$ cat config.mk
export PLATFORM = sky130hd
export DESIGN_NAME = hsv_to_rgb_converter
export DESIGN_NICKNAME = d
export VERILOG_FILES = /design/src/rtl/hsv2rgb_pkg.sv /design/src/rtl/hsv_to_rgb_converter.sv /design/src/rtl/hsv2rgb_frac.sv /design/src/rtl/hsv2rgb_prod.sv /design/src/rtl/hsv2rgb_sel.sv
export SDC_FILE = /design/constraint.sdc
export NUM_CORES = 1
export LEC_CHECK = 0
export BUFFER_PORTS_ARGS = -buffer_cell sky130_fd_sc_hd__buf_2
export CORE_UTILIZATION = 35
export CTS_CLUSTER_SIZE = 8
export DETAILED_ROUTE_END_ITERATION = 8
export GPL_ROUTABILITY_DRIVEN = 0
export PLACE_DENSITY_LB_ADDON = 0.12
export SYNTH_ARGS = -nofsm -noshare
export SYNTH_HDL_FRONTEND = slang
export SYNTH_SLANG_ARGS = --single-unit
$ cat constraint.sdc
create_clock -name clk -period 6.17 [get_ports clk]
set_clock_uncertainty 0.1 [all_clocks]
set_input_delay 0 -clock clk [delete_from_list [all_inputs] [get_ports clk]]
set_output_delay 0 -clock clk [all_outputs]
set_load 0.02 [all_outputs]
$ cat src/rtl/hsv2rgb_pkg.sv
// Shared types, constants and rounding helper for the HSV to RGB converter.
package hsv2rgb_pkg;

  // Pixel component width and derived scale values.
  localparam int ColorBits = 8;
  localparam int ProdBits  = 2 * ColorBits;
  localparam logic [ColorBits-1:0] MaxV  = '1;
  localparam logic [ColorBits-1:0] HalfV = MaxV >> 1;

  // Hue format: one 60-degree sector spans 3840 = 15 * 256 units.
  localparam int HueBits   = 15;
  localparam int SpanShift = 8;
  localparam int HueHiBits = HueBits - SpanShift;
  localparam int RemHiBits = 4;
  localparam int RemBits   = RemHiBits + SpanShift;
  localparam int SecBits   = 4;

  // hue[14:8] / 15 as (x * 137) >> 11, exact for every 7-bit x.
  localparam int SecMulBits = 15;
  localparam int HueSecMul  = 137;
  localparam int HueSecShift = 11;

  // Product rem * MaxV and its division by 3840.
  localparam int RemmBits   = RemBits + ColorBits;
  localparam int DivInBits  = RemmBits - SpanShift;
  localparam int RecipShift = ColorBits + 8;
  localparam int RecipBits  = RecipShift - 3;
  localparam logic [RecipBits-1:0] Recip15 = RecipBits'(((1 << RecipShift) + 14) / 15);
  localparam int FMulBits   = DivInBits + RecipBits;

  // Sector codes; anything above the blue-red sector uses the last sector.
  localparam logic [SecBits-1:0] SecRedGrn = 4'd0;
  localparam logic [SecBits-1:0] SecGrnRed = 4'd1;
  localparam logic [SecBits-1:0] SecGrnBlu = 4'd2;
  localparam logic [SecBits-1:0] SecBluGrn = 4'd3;
  localparam logic [SecBits-1:0] SecBluRed = 4'd4;

  typedef struct packed {
    logic [HueBits-1:0]   hue;
    logic [ColorBits-1:0] saturation;
    logic [ColorBits-1:0] brightness;
  } hsv_t;

  typedef struct packed {
    logic [ColorBits-1:0] red;
    logic [ColorBits-1:0] green;
    logic [ColorBits-1:0] blue;
  } rgb_t;

  // Between fraction and product sections.
  typedef struct packed {
    logic [SecBits-1:0]   sector;
    logic [ColorBits-1:0] sat;
    logic [ColorBits-1:0] bri;
    logic [ColorBits-1:0] f;
    logic [ProdBits-1:0]  pv;
  } frac_t;

  // Between product section and output select.
  typedef struct packed {
    logic [SecBits-1:0]   sector;
    logic [ColorBits-1:0] bri;
    logic [ColorBits-1:0] p;
    logic [ProdBits-1:0]  qv;
    logic [ProdBits-1:0]  tv;
  } prod_t;

  // Round-to-nearest division by MaxV, valid for x up to MaxV * MaxV.
  function automatic logic [ColorBits-1:0] rnd_div(input logic [ProdBits-1:0] x);
    logic [ProdBits:0] y;
    logic [ProdBits:0] z;
    y = {1'b0, x} + (ProdBits + 1)'(HalfV);
    z = y + (y >> ColorBits) + (ProdBits + 1)'(1);
    return z[ColorBits +: ColorBits];
  endfunction

endpackage

$ cat src/rtl/hsv_to_rgb_converter.sv
// Top level of the pipelined HSV to RGB pixel converter.
//
// Usage:
//   Input channel: in_valid / in_stall / in_data (hue in 1/64 degree,
//   saturation and brightness as 8-bit fractions). A transaction happens on
//   a rising edge with in_valid high and in_stall low.
//   Output channel: out_valid / out_stall / out_data (red, green, blue).
//   A transaction happens on a rising edge with out_valid high and out_stall
//   low; a stalled result holds on out_data until taken.
//   Throughput: one pixel per clock cycle, sustained while the receiver does not stall.
//   Depth: six register stages between input and output. The depth is
//   set by the two rounds of multiply and divide-by-255 rounding.
//   Stall: each stage accepts when it is empty or its successor accepts, so
//   bubbles are squeezed out and in_stall rises only once all six stages
//   hold pixels and the receiver stalls.
//   Reset (rst_n low, synchronous): drop all in-flight pixels; valid bits
//   clear, payload registers keep whatever they had.
//   Hue of 23040 or more selects the last sector's mapping.
module hsv_to_rgb_converter (
  input  logic               clk,
  input  logic               rst_n,
  input  logic               in_valid,
  output logic               in_stall,
  input  hsv2rgb_pkg::hsv_t  in_data,
  output logic               out_valid,
  input  logic               out_stall,
  output hsv2rgb_pkg::rgb_t  out_data
);
  import hsv2rgb_pkg::*;

  logic  in_ready;
  logic  frac_valid, frac_ready;
  frac_t frac_data;
  logic  prod_valid, prod_ready;
  prod_t prod_data;

  // Sector, remainder and fraction f; also brightness * (1 - s).
  hsv2rgb_frac u_frac (
    .clk       (clk),
    .rst_n     (rst_n),
    .in_valid  (in_valid),
    .in_ready  (in_ready),
    .in_data   (in_data),
    .out_valid (frac_valid),
    .out_ready (frac_ready),
    .out_data  (frac_data)
  );

  // Round p; form the q and t products.
  hsv2rgb_prod u_prod (
    .clk       (clk),
    .rst_n     (rst_n),
    .in_valid  (frac_valid),
    .in_ready  (frac_ready),
    .in_data   (frac_data),
    .out_valid (prod_valid),
    .out_ready (prod_ready),
    .out_data  (prod_data)
  );

  // Round q and t, map by sector, hold in the output register.
  hsv2rgb_sel u_sel (
    .clk       (clk),
    .rst_n     (rst_n),
    .in_valid  (prod_valid),
    .in_ready  (prod_ready),
    .in_data   (prod_data),
    .out_valid (out_valid),
    .out_stall (out_stall),
    .out_data  (out_data)
  );

  assign in_stall = !in_ready;

endmodule

$ cat src/rtl/hsv2rgb_frac.sv
// Sector split and fraction stages (two register stages).
module hsv2rgb_frac (
  input  logic                clk,
  input  logic                rst_n,
  input  logic                in_valid,
  output logic                in_ready,
  input  hsv2rgb_pkg::hsv_t   in_data,
  output logic                out_valid,
  input  logic                out_ready,
  output hsv2rgb_pkg::frac_t  out_data
);
  import hsv2rgb_pkg::*;

  logic                 s1_v_r;
  logic [SecBits-1:0]   s1_sec_r, s1_sec_nxt;
  logic [RemmBits-1:0]  s1_remm_r, s1_remm_nxt;
  logic [ColorBits-1:0] s1_sat_r, s1_bri_r;
  logic                 s1_rdy;

  logic                 s2_v_r;
  frac_t                s2_r, s2_nxt;
  logic                 s2_rdy;

  logic [HueHiBits-1:0]  hue_hi;
  logic [SecMulBits-1:0] sec_mul;
  logic [HueHiBits:0]    sec15;
  logic [HueHiBits-1:0]  rem_hi;
  logic [RemBits-1:0]    rem;
  logic [DivInBits-1:0]  div_in;
  logic [FMulBits-1:0]   f_mul;

  assign s2_rdy   = !s2_v_r || out_ready;
  assign s1_rdy   = !s1_v_r || s2_rdy;
  assign in_ready = s1_rdy;

  // Stage 1: sector = hue / 3840, then rem * MaxV by shift and subtract.
  always_comb begin
    hue_hi     = in_data.hue[HueBits-1:SpanShift];
    sec_mul    = SecMulBits'(hue_hi) * SecMulBits'(HueSecMul);
    s1_sec_nxt = sec_mul[HueSecShift +: SecBits];
    sec15      = {s1_sec_nxt, 4'b0000} - (HueHiBits + 1)'(s1_sec_nxt);
    rem_hi     = hue_hi - sec15[HueHiBits-1:0];
    rem        = {rem_hi[RemHiBits-1:0], in_data.hue[SpanShift-1:0]};
    s1_remm_nxt = {rem, {ColorBits{1'b0}}} - RemmBits'(rem);
  end

  // Stage 2: f = (rem * MaxV) / 3840 by reciprocal, and p's product.
  always_comb begin
    div_in        = s1_remm_r[RemmBits-1:SpanShift];
    f_mul         = FMulBits'(div_in) * FMulBits'(Recip15);
    s2_nxt.sector = s1_sec_r;
    s2_nxt.sat    = s1_sat_r;
    s2_nxt.bri    = s1_bri_r;
    s2_nxt.f      = f_mul[RecipShift +: ColorBits];
    s2_nxt.pv     = ProdBits'(s1_bri_r) * ProdBits'(MaxV - s1_sat_r);
  end

  always_ff @(posedge clk) begin
    if (!rst_n) begin
      s1_v_r <= 1'b0;
      s2_v_r <= 1'b0;
    end else begin
      if (s1_rdy) s1_v_r <= in_valid;
      if (s2_rdy) s2_v_r <= s1_v_r;
    end
  end

  always_ff @(posedge clk) begin
    if (s1_rdy && in_valid) begin
      s1_sec_r  <= s1_sec_nxt;
      s1_remm_r <= s1_remm_nxt;
      s1_sat_r  <= in_data.saturation;
      s1_bri_r  <= in_data.brightness;
    end
    if (s2_rdy && s1_v_r) s2_r <= s2_nxt;
  end

  assign out_valid = s2_v_r;
  assign out_data  = s2_r;

endmodule

$ cat src/rtl/hsv2rgb_prod.sv
// Product stages for q and t (three register stages).
module hsv2rgb_prod (
  input  logic                clk,
  input  logic                rst_n,
  input  logic                in_valid,
  output logic                in_ready,
  input  hsv2rgb_pkg::frac_t  in_data,
  output logic                out_valid,
  input  logic                out_ready,
  output hsv2rgb_pkg::prod_t  out_data
);
  import hsv2rgb_pkg::*;

  typedef struct packed {
    logic [SecBits-1:0]   sector;
    logic [ColorBits-1:0] bri;
    logic [ColorBits-1:0] p;
    logic [ProdBits-1:0]  sf;
    logic [ProdBits-1:0]  sfc;
  } mul_t;

  typedef struct packed {
    logic [SecBits-1:0]   sector;
    logic [ColorBits-1:0] bri;
    logic [ColorBits-1:0] p;
    logic [ColorBits-1:0] qm;
    logic [ColorBits-1:0] tm;
  } cmp_t;

  logic  s3_v_r, s4_v_r, s5_v_r;
  logic  s3_rdy, s4_rdy, s5_rdy;
  mul_t  s3_r, s3_nxt;
  cmp_t  s4_r, s4_nxt;
  prod_t s5_r, s5_nxt;

  assign s5_rdy   = !s5_v_r || out_ready;
  assign s4_rdy   = !s4_v_r || s5_rdy;
  assign s3_rdy   = !s3_v_r || s4_rdy;
  assign in_ready = s3_rdy;

  // Stage 3: s*f and s*(1-f); round p.
  always_comb begin
    s3_nxt.sector = in_data.sector;
    s3_nxt.bri    = in_data.bri;
    s3_nxt.p      = rnd_div(in_data.pv);
    s3_nxt.sf     = ProdBits'(in_data.sat) * ProdBits'(in_data.f);
    s3_nxt.sfc    = ProdBits'(in_data.sat) * ProdBits'(MaxV - in_data.f);
  end

  // Stage 4: round and complement.
  always_comb begin
    s4_nxt.sector = s3_r.sector;
    s4_nxt.bri    = s3_r.bri;
    s4_nxt.p      = s3_r.p;
    s4_nxt.qm     = MaxV - rnd_div(s3_r.sf);
    s4_nxt.tm     = MaxV - rnd_div(s3_r.sfc);
  end

  // Stage 5: scale by brightness.
  always_comb begin
    s5_nxt.sector = s4_r.sector;
    s5_nxt.bri    = s4_r.bri;
    s5_nxt.p      = s4_r.p;
    s5_nxt.qv     = ProdBits'(s4_r.bri) * ProdBits'(s4_r.qm);
    s5_nxt.tv     = ProdBits'(s4_r.bri) * ProdBits'(s4_r.tm);
  end

  always_ff @(posedge clk) begin
    if (!rst_n) begin
      s3_v_r <= 1'b0;
      s4_v_r <= 1'b0;
      s5_v_r <= 1'b0;
    end else begin
      if (s3_rdy) s3_v_r <= in_valid;
      if (s4_rdy) s4_v_r <= s3_v_r;
      if (s5_rdy) s5_v_r <= s4_v_r;
    end
  end

  always_ff @(posedge clk) begin
    if (s3_rdy && in_valid) s3_r <= s3_nxt;
    if (s4_rdy && s3_v_r)   s4_r <= s4_nxt;
    if (s5_rdy && s4_v_r)   s5_r <= s5_nxt;
  end

  assign out_valid = s5_v_r;
  assign out_data  = s5_r;

endmodule

$ cat src/rtl/hsv2rgb_sel.sv
// Final rounding, sector select and output register.
module hsv2rgb_sel (
  input  logic                clk,
  input  logic                rst_n,
  input  logic                in_valid,
  output logic                in_ready,
  input  hsv2rgb_pkg::prod_t  in_data,
  output logic                out_valid,
  input  logic                out_stall,
  output hsv2rgb_pkg::rgb_t   out_data
);
  import hsv2rgb_pkg::*;

  logic                 out_valid_r;
  rgb_t                 out_data_r, out_data_nxt;
  logic [ColorBits-1:0] q, t, v, p;

  assign in_ready = !out_valid_r || !out_stall;

  always_comb begin
    v = in_data.bri;
    p = in_data.p;
    q = rnd_div(in_data.qv);
    t = rnd_div(in_data.tv);
    case (in_data.sector)
      SecRedGrn: out_data_nxt = '{red: v, green: t, blue: p};
      SecGrnRed: out_data_nxt = '{red: q, green: v, blue: p};
      SecGrnBlu: out_data_nxt = '{red: p, green: v, blue: t};
      SecBluGrn: out_data_nxt = '{red: p, green: q, blue: v};
      SecBluRed: out_data_nxt = '{red: t, green: p, blue: v};
      default:   out_data_nxt = '{red: v, green: p, blue: q};
    endcase
  end

  always_ff @(posedge clk) begin
    if (!rst_n) begin
      out_valid_r <= 1'b0;
    end else if (in_ready) begin
      out_valid_r <= in_valid;
    end
  end

  always_ff @(posedge clk) begin
    if (in_ready && in_valid) out_data_r <= out_data_nxt;
  end

  assign out_valid = out_valid_r;
  assign out_data  = out_data_r;

endmodule

Yosys cells after proc, flatten, opt, wreduce, memory -nomap -nowiden. Index checks and enable logic that the tools add are counted.

Add/sub/neg operators: 22. $mul: 7. Equality and inequality tests: 4. Mux-type cells: 1. Reductions and logical operators: 21.

Operators with widths (number): $pmux 24 s5 (1); $add 16x7->17 const B (5); $add 16x1->16 const B (5); $add 16x9->16 (5); $mul 8x8->16 (3); $mul 8x16->16 (2); $mul 12x12->23 const B (1); $sub 20x12->20 (1); $sub 8x8->9 const A (2); $sub 8x8->8 const A (2); $mul 7x8->15 const B (1); $eq 4x2->1 const B (2); $logic_not 1->1 (8); $logic_and 1x1->1 (6); $logic_or 1x1->1 (6); $eq 4x1->1 const B (1); $eq 4x3->1 const B (1); $logic_not 4->1 (1); $sub 1x4->4 const A (1); $sub 4x4->4 (1).

Register bits after elaboration: 254. Bits of input ports: 35. Output and inout port bits: 26. Logic and storage cells: 88.

Logic depth before layout (Yosys ltp).
Depth after elaboration: 8. Gate-level depth with buffers: 24. Gate-level depth less buffers: 24.

Hierarchy. A second synthesis with hierarchy kept.

Cells, all modules: 2476. Area total of the unflattened synthesis: 25096.6 um^2.

By module, submodules not included: hsv2rgb_prod (times used 1, cells an instance 1443, area an instance 14766.7 um^2, sequential area each 4264.1 um^2); hsv2rgb_frac (times used 1, cells an instance 618, area an instance 6902.9 um^2, sequential area each 2322.2 um^2); hsv2rgb_sel (times used 1, cells an instance 414, area an instance 3423.3 um^2, sequential area each 740.7 um^2); hsv_to_rgb_converter (times used 1, cells an instance 1, area an instance 3.8 um^2, sequential area each 0.0 um^2).

Worst setup path after synthesis. Ideal clock, no wire load.

Kind: reg-to-reg. From: reg u_prod.s4_r[26] in the netlist's numbering. To: reg u_prod.s5_r (netlist bit u_prod.out_data[31]) (data pin). Library setup time: 266 ps. Data arrival time: 4326 ps. Required time: 5804 ps. Setup slack: 1479 ps. Cell stages (with the launch flop): 17. Buffers on the path: 1. Clock period less this slack: 4691 ps. Cell sequence: edfxtp_1 > clkbuf_1 > and2_1 > fa_1 > fa_1 > inv_1 > fa_1 > fa_1 > inv_1 > ha_1 > o21ai_0 > nand2_1 > a21o_1 > a31o_2 > a41o_1 > o41ai_1 > xnor2_1.

RTL lines: from (decl) (line hsv2rgb_prod.sv:33) `cmp_t s4_r, s4_nxt;`; from (signal assigned) (line hsv2rgb_prod.sv:82) `if (s4_rdy && s3_v_r) s4_r <= s4_nxt;`; to (signal assigned) (line hsv2rgb_prod.sv:83) `if (s5_rdy && s4_v_r) s5_r <= s5_nxt;`; to (decl) (line hsv2rgb_prod.sv:34) `prod_t s5_r, s5_nxt;`.

Final worst setup path.
From: in in_data[29] in the netlist's numbering. To: reg u_frac.s1_remm_r[14] (data pin).

Cells in the longest elaborated chain, start to end: 4.

RTL lines: from (decl) (line hsv_to_rgb_converter.sv:24) `input hsv2rgb_pkg::hsv_t in_data,`; $mul 7x8->15 (line hsv2rgb_frac.sv:39) `sec_mul = SecMulBits'(hue_hi) * SecMulBits'(HueSecMul);`; named net u_frac.sec_mul[14] (line hsv2rgb_frac.sv:25) `logic [SecMulBits-1:0] sec_mul;`; $sub 1x4->4 (line hsv2rgb_frac.sv:41) `sec15 = {s1_sec_nxt, 4'b0000} - (HueHiBits + 1)'(s1_sec_nxt);`; $sub 4x4->4 (line hsv2rgb_frac.sv:42) `rem_hi = hue_hi - sec15[HueHiBits-1:0];`; $sub 20x12->20 (line hsv2rgb_frac.sv:44) `s1_remm_nxt = {rem, {ColorBits{1'b0}}} - RemmBits'(rem);`; named net u_frac.s1_remm_nxt[14] (line hsv2rgb_frac.sv:16) `logic [RemmBits-1:0] s1_remm_r, s1_remm_nxt;`; to (signal assigned) (line hsv2rgb_frac.sv:71) `s1_remm_r <= s1_remm_nxt;`; to (decl) (line hsv2rgb_frac.sv:16).

The timed path passes the listed nets, and every way through them passes these cells. A chain may end at the register's enable or synchronous reset.

==> impl_metrics.ini <==
[logic_synthesis]
seq_area_frac_synth_pct = 31.0
ys_seq_elements = 246
synth_edf_count = 240
ys_types = 84
synthesis.nets = 2817
yosysWarnings = 0
synthCells = 2283
yosys_most_used_dff = edfxtp_1
async_flop_share_pct = 0
synth.avg_cell_area_sq_um = 10.4
synth_area_sq_um = 23700

[sta]
maxSlewHeadroom_pct = 31.4
hold_violations = 0
drv_slew = 0
finalCriticalPeriod_ns = 5.94
worst_pin_slew_ns = 1.03
fmax_ghz = 0.168
fin_crit_sh_pct = 96.2
setup_viol = 0
fin_tns_setup_ns = 0

[worst_setup_path]
crit_type = primary input to flip-flop
worst_path_max_delay_cell = dlygate4sd3_1
cp-start-kind = primary input
cp.depth = 28
crit_path_end_kind = flip-flop
cp_max_fo = 4
cp_num_buf_inv = 8
cp.required_ns = 6.36
crit_family = buffers and inverters
r2r_cells = 15
worst_path_most_repeated_cell = ha_1
crit_arrival_ns = 6.13
worst_path_largest_cell_delay_ns = 0.57

[clocking]
cts_tree = yes
path_clk_slew_ns = 0.05
clock_path_buffers = 3
cts.sinks = 246
htreeDepth = 2
root_buffer = clkbuf_16
cts_made_buffers = 37
clock_latency_ns = 0.55

[floorplanning]
core_sq_um = 66300
ios = 61
rows = 94
die-area_sq_um = 68600
initial_utilization_pct = 35.7
die_h_um = 262
fp.dieW_um = 262

[drt]
dr.pass1.iters = 5
vias = 16180
drcViolationCount = 0
vias_per_cell = 4.94
drtIter0Drc = 701
wire_per_inst_um = 15.5
finalWirelength_mm = 50.8
ant_nets = 0

[final_layout]
antennaDiodeCount = 0
layout.nets = 2931
final.fill_count = 6506
areaGrowthSynthToFinish_pct = 12.0
fin_area_sq_um = 26500
final_core_util_pct = 40.0
most-common-layout-cells = 339 x inv_1, 307 x ha_1, 240 x edfxtp_1
multi_input_area_sq_um = 15000
layout_commonest_cell = inv_1
seqCellArea_sq_um = 7330
drive_gt1_share_pct = 6.42
stdcell_count = 3277

[power]
ir_drop_mv = 0.319
cellPowerDensity_nw_per_um2 = 410
total_power_uw = 10900
leakage_uw = 0.0119

[hold_path]
hp-class = primary input to flip-flop
hold_depth = 2

[flow_run]
drv_cap = 0

[global_routing]
grt_antenna_before_repair = 0
grt_pass1_vias = 16485
grt_pass1_wl_mm = 83.1
grt_util_all_layers_pct = 15.0
grt_max_degree = 53
overflow = 0

[placed_design]
place_area_sq_um = 25000
io_buffers = 60
place_hpwl_mm = 39.8
dp_cells = 3180

[run_status]
status = complete, no violations
## per-layer routing
layer,share of wire (%),track usage (%),vias to the layer above,wire (um)
met2,49,26.3,253,24700
met3,3.1,2.07,83,1570
met4,3.0,5.14,0,1520
met5,0,0,-,0
met1,45,18.9,7861,23000
li1,-,-,7983,-
## layout make-up
| type | count | area share, % |
|---|---|---|
| clock buffer | 49 | 3.66 |
| multi-input combinational | 1665 | 56.7 |
| inverter | 339 | 4.80 |
| timing repair buffer | 108 | 2.85 |
| sequential | 246 | 27.6 |
| clock inverter | 6 | 0.297 |
| tap | 864 | 4.08 |
## metrics by stage
stage | setup slack, ns | hold WS, ns
6_report | 0.235 | 0.0579
2_1_floorplan | 1.48 | -0.00113
5_1_grt | -0.0509 | 0.0469
3_5_place_dp | 1.00 | 0.0781
4_1_cts | 0.106 | 0.0224
3_3_place_gp | 1.14 | 0.0774
## synth_stat cells (4+ instances only)
master    count  area [sq um]
fa_1        189          3780
o221ai_1      9          78.8
xnor2_1     113           990
o21bai_1     14           105
o21ai_0      56           280
inv_1       339          1270
xor2_1       55           482
nand2b_1     69           432
a41oi_1       4          35.0
a211oi_1      7          52.6
nor3_1       32           160
nand4_1       8          50.1
and2_1      109           682
o41ai_1       9          78.8
a31oi_1       5          31.3
a21oi_1      83           415
nand3_1      32           160
dfxtp_1       6           120
a22oi_1       8          60.1
or3_1         8          50.1
a21boi_0      7          52.6
and3_1       15          93.8
or2_2         6          37.5
and4_1        5          43.8
clkbuf_1     31           116
a211o_1       4          35.0
a21o_1       22           165
nor4_2        4          50.1
a31o_2        6          52.6
nand3b_1      4          30.0
nand2_1     195           732
nor2_1       73           274
o211ai_1      9          67.6
nor2b_1      92           576
nor4_1       12          75.1
o31ai_1       5          37.5
a222oi_1     11           110
edfxtp_1    240          7210
o21a_1       18           135
ha_1        310          3880
## sequential cells by signal, summed over array words and instances, names as in the netlist
signal / flops
u_frac.s1_v_r: 1
u_frac.s1_sat_r: 8
u_prod.s4_v_r: 1
u_sel.out_data: 24
u_sel.out_valid: 1
u_prod.s3_r: 52
u_frac.out_valid: 1
u_prod.out_data: 52
u_prod.s3_v_r: 1
u_frac.s1_bri_r: 8
u_prod.s4_r: 36
u_prod.out_valid: 1
u_frac.s1_sec_r: 4
u_frac.s1_remm_r: 12
u_frac.out_data: 44
## cell families after synthesis
group	count (synthesis)	share of synthesized area [%]
buffers and inverters	372	5.92
XOR/XNOR	169	6.29
flip-flops	246	31.0
adder cells (fa/ha/maj)	500	32.4
AND/OR/NAND/NOR	687	15.5
AO/OA/AOI/OAI	307	8.80
multiplexers	2	0.0846
## worst paths after layout
path	startpoint	endpoint	slack, ns
setup / recovery	in_data[29]	u_frac.s1_remm_r[14]	0.23
hold / removal	in_data[0]	u_frac.s1_bri_r[0]	0.06
setup reg to reg	u_frac.out_data[36]	u_prod.s3_r[15]	1.16
hold reg to reg	u_frac.out_data[31]	u_prod.s3_r[47]	0.30
## what timing repair did
| item | in CTS | in global routing |
|---|---|---|
| buffers inserted | 0 | 4 |
| hold buffers | 39 | 0 |
| gates resized for setup | 0 | 10 |
| endpoints found under the hold margin | 93 | 0 |
| setup endpoints to repair | 0 | 1 |
## power by group
| group | internal [uW] | leakage [uW] | total, uW | switching [uW] |
|---|---|---|---|---|
| logic | 2900 | 0.00910 | 6280 | 3390 |
| clock network | 1100 | 0.000505 | 1850 | 755 |
| registers | 2420 | 0.00228 | 2720 | 300 |
Power figures use the tool's default switching activity.
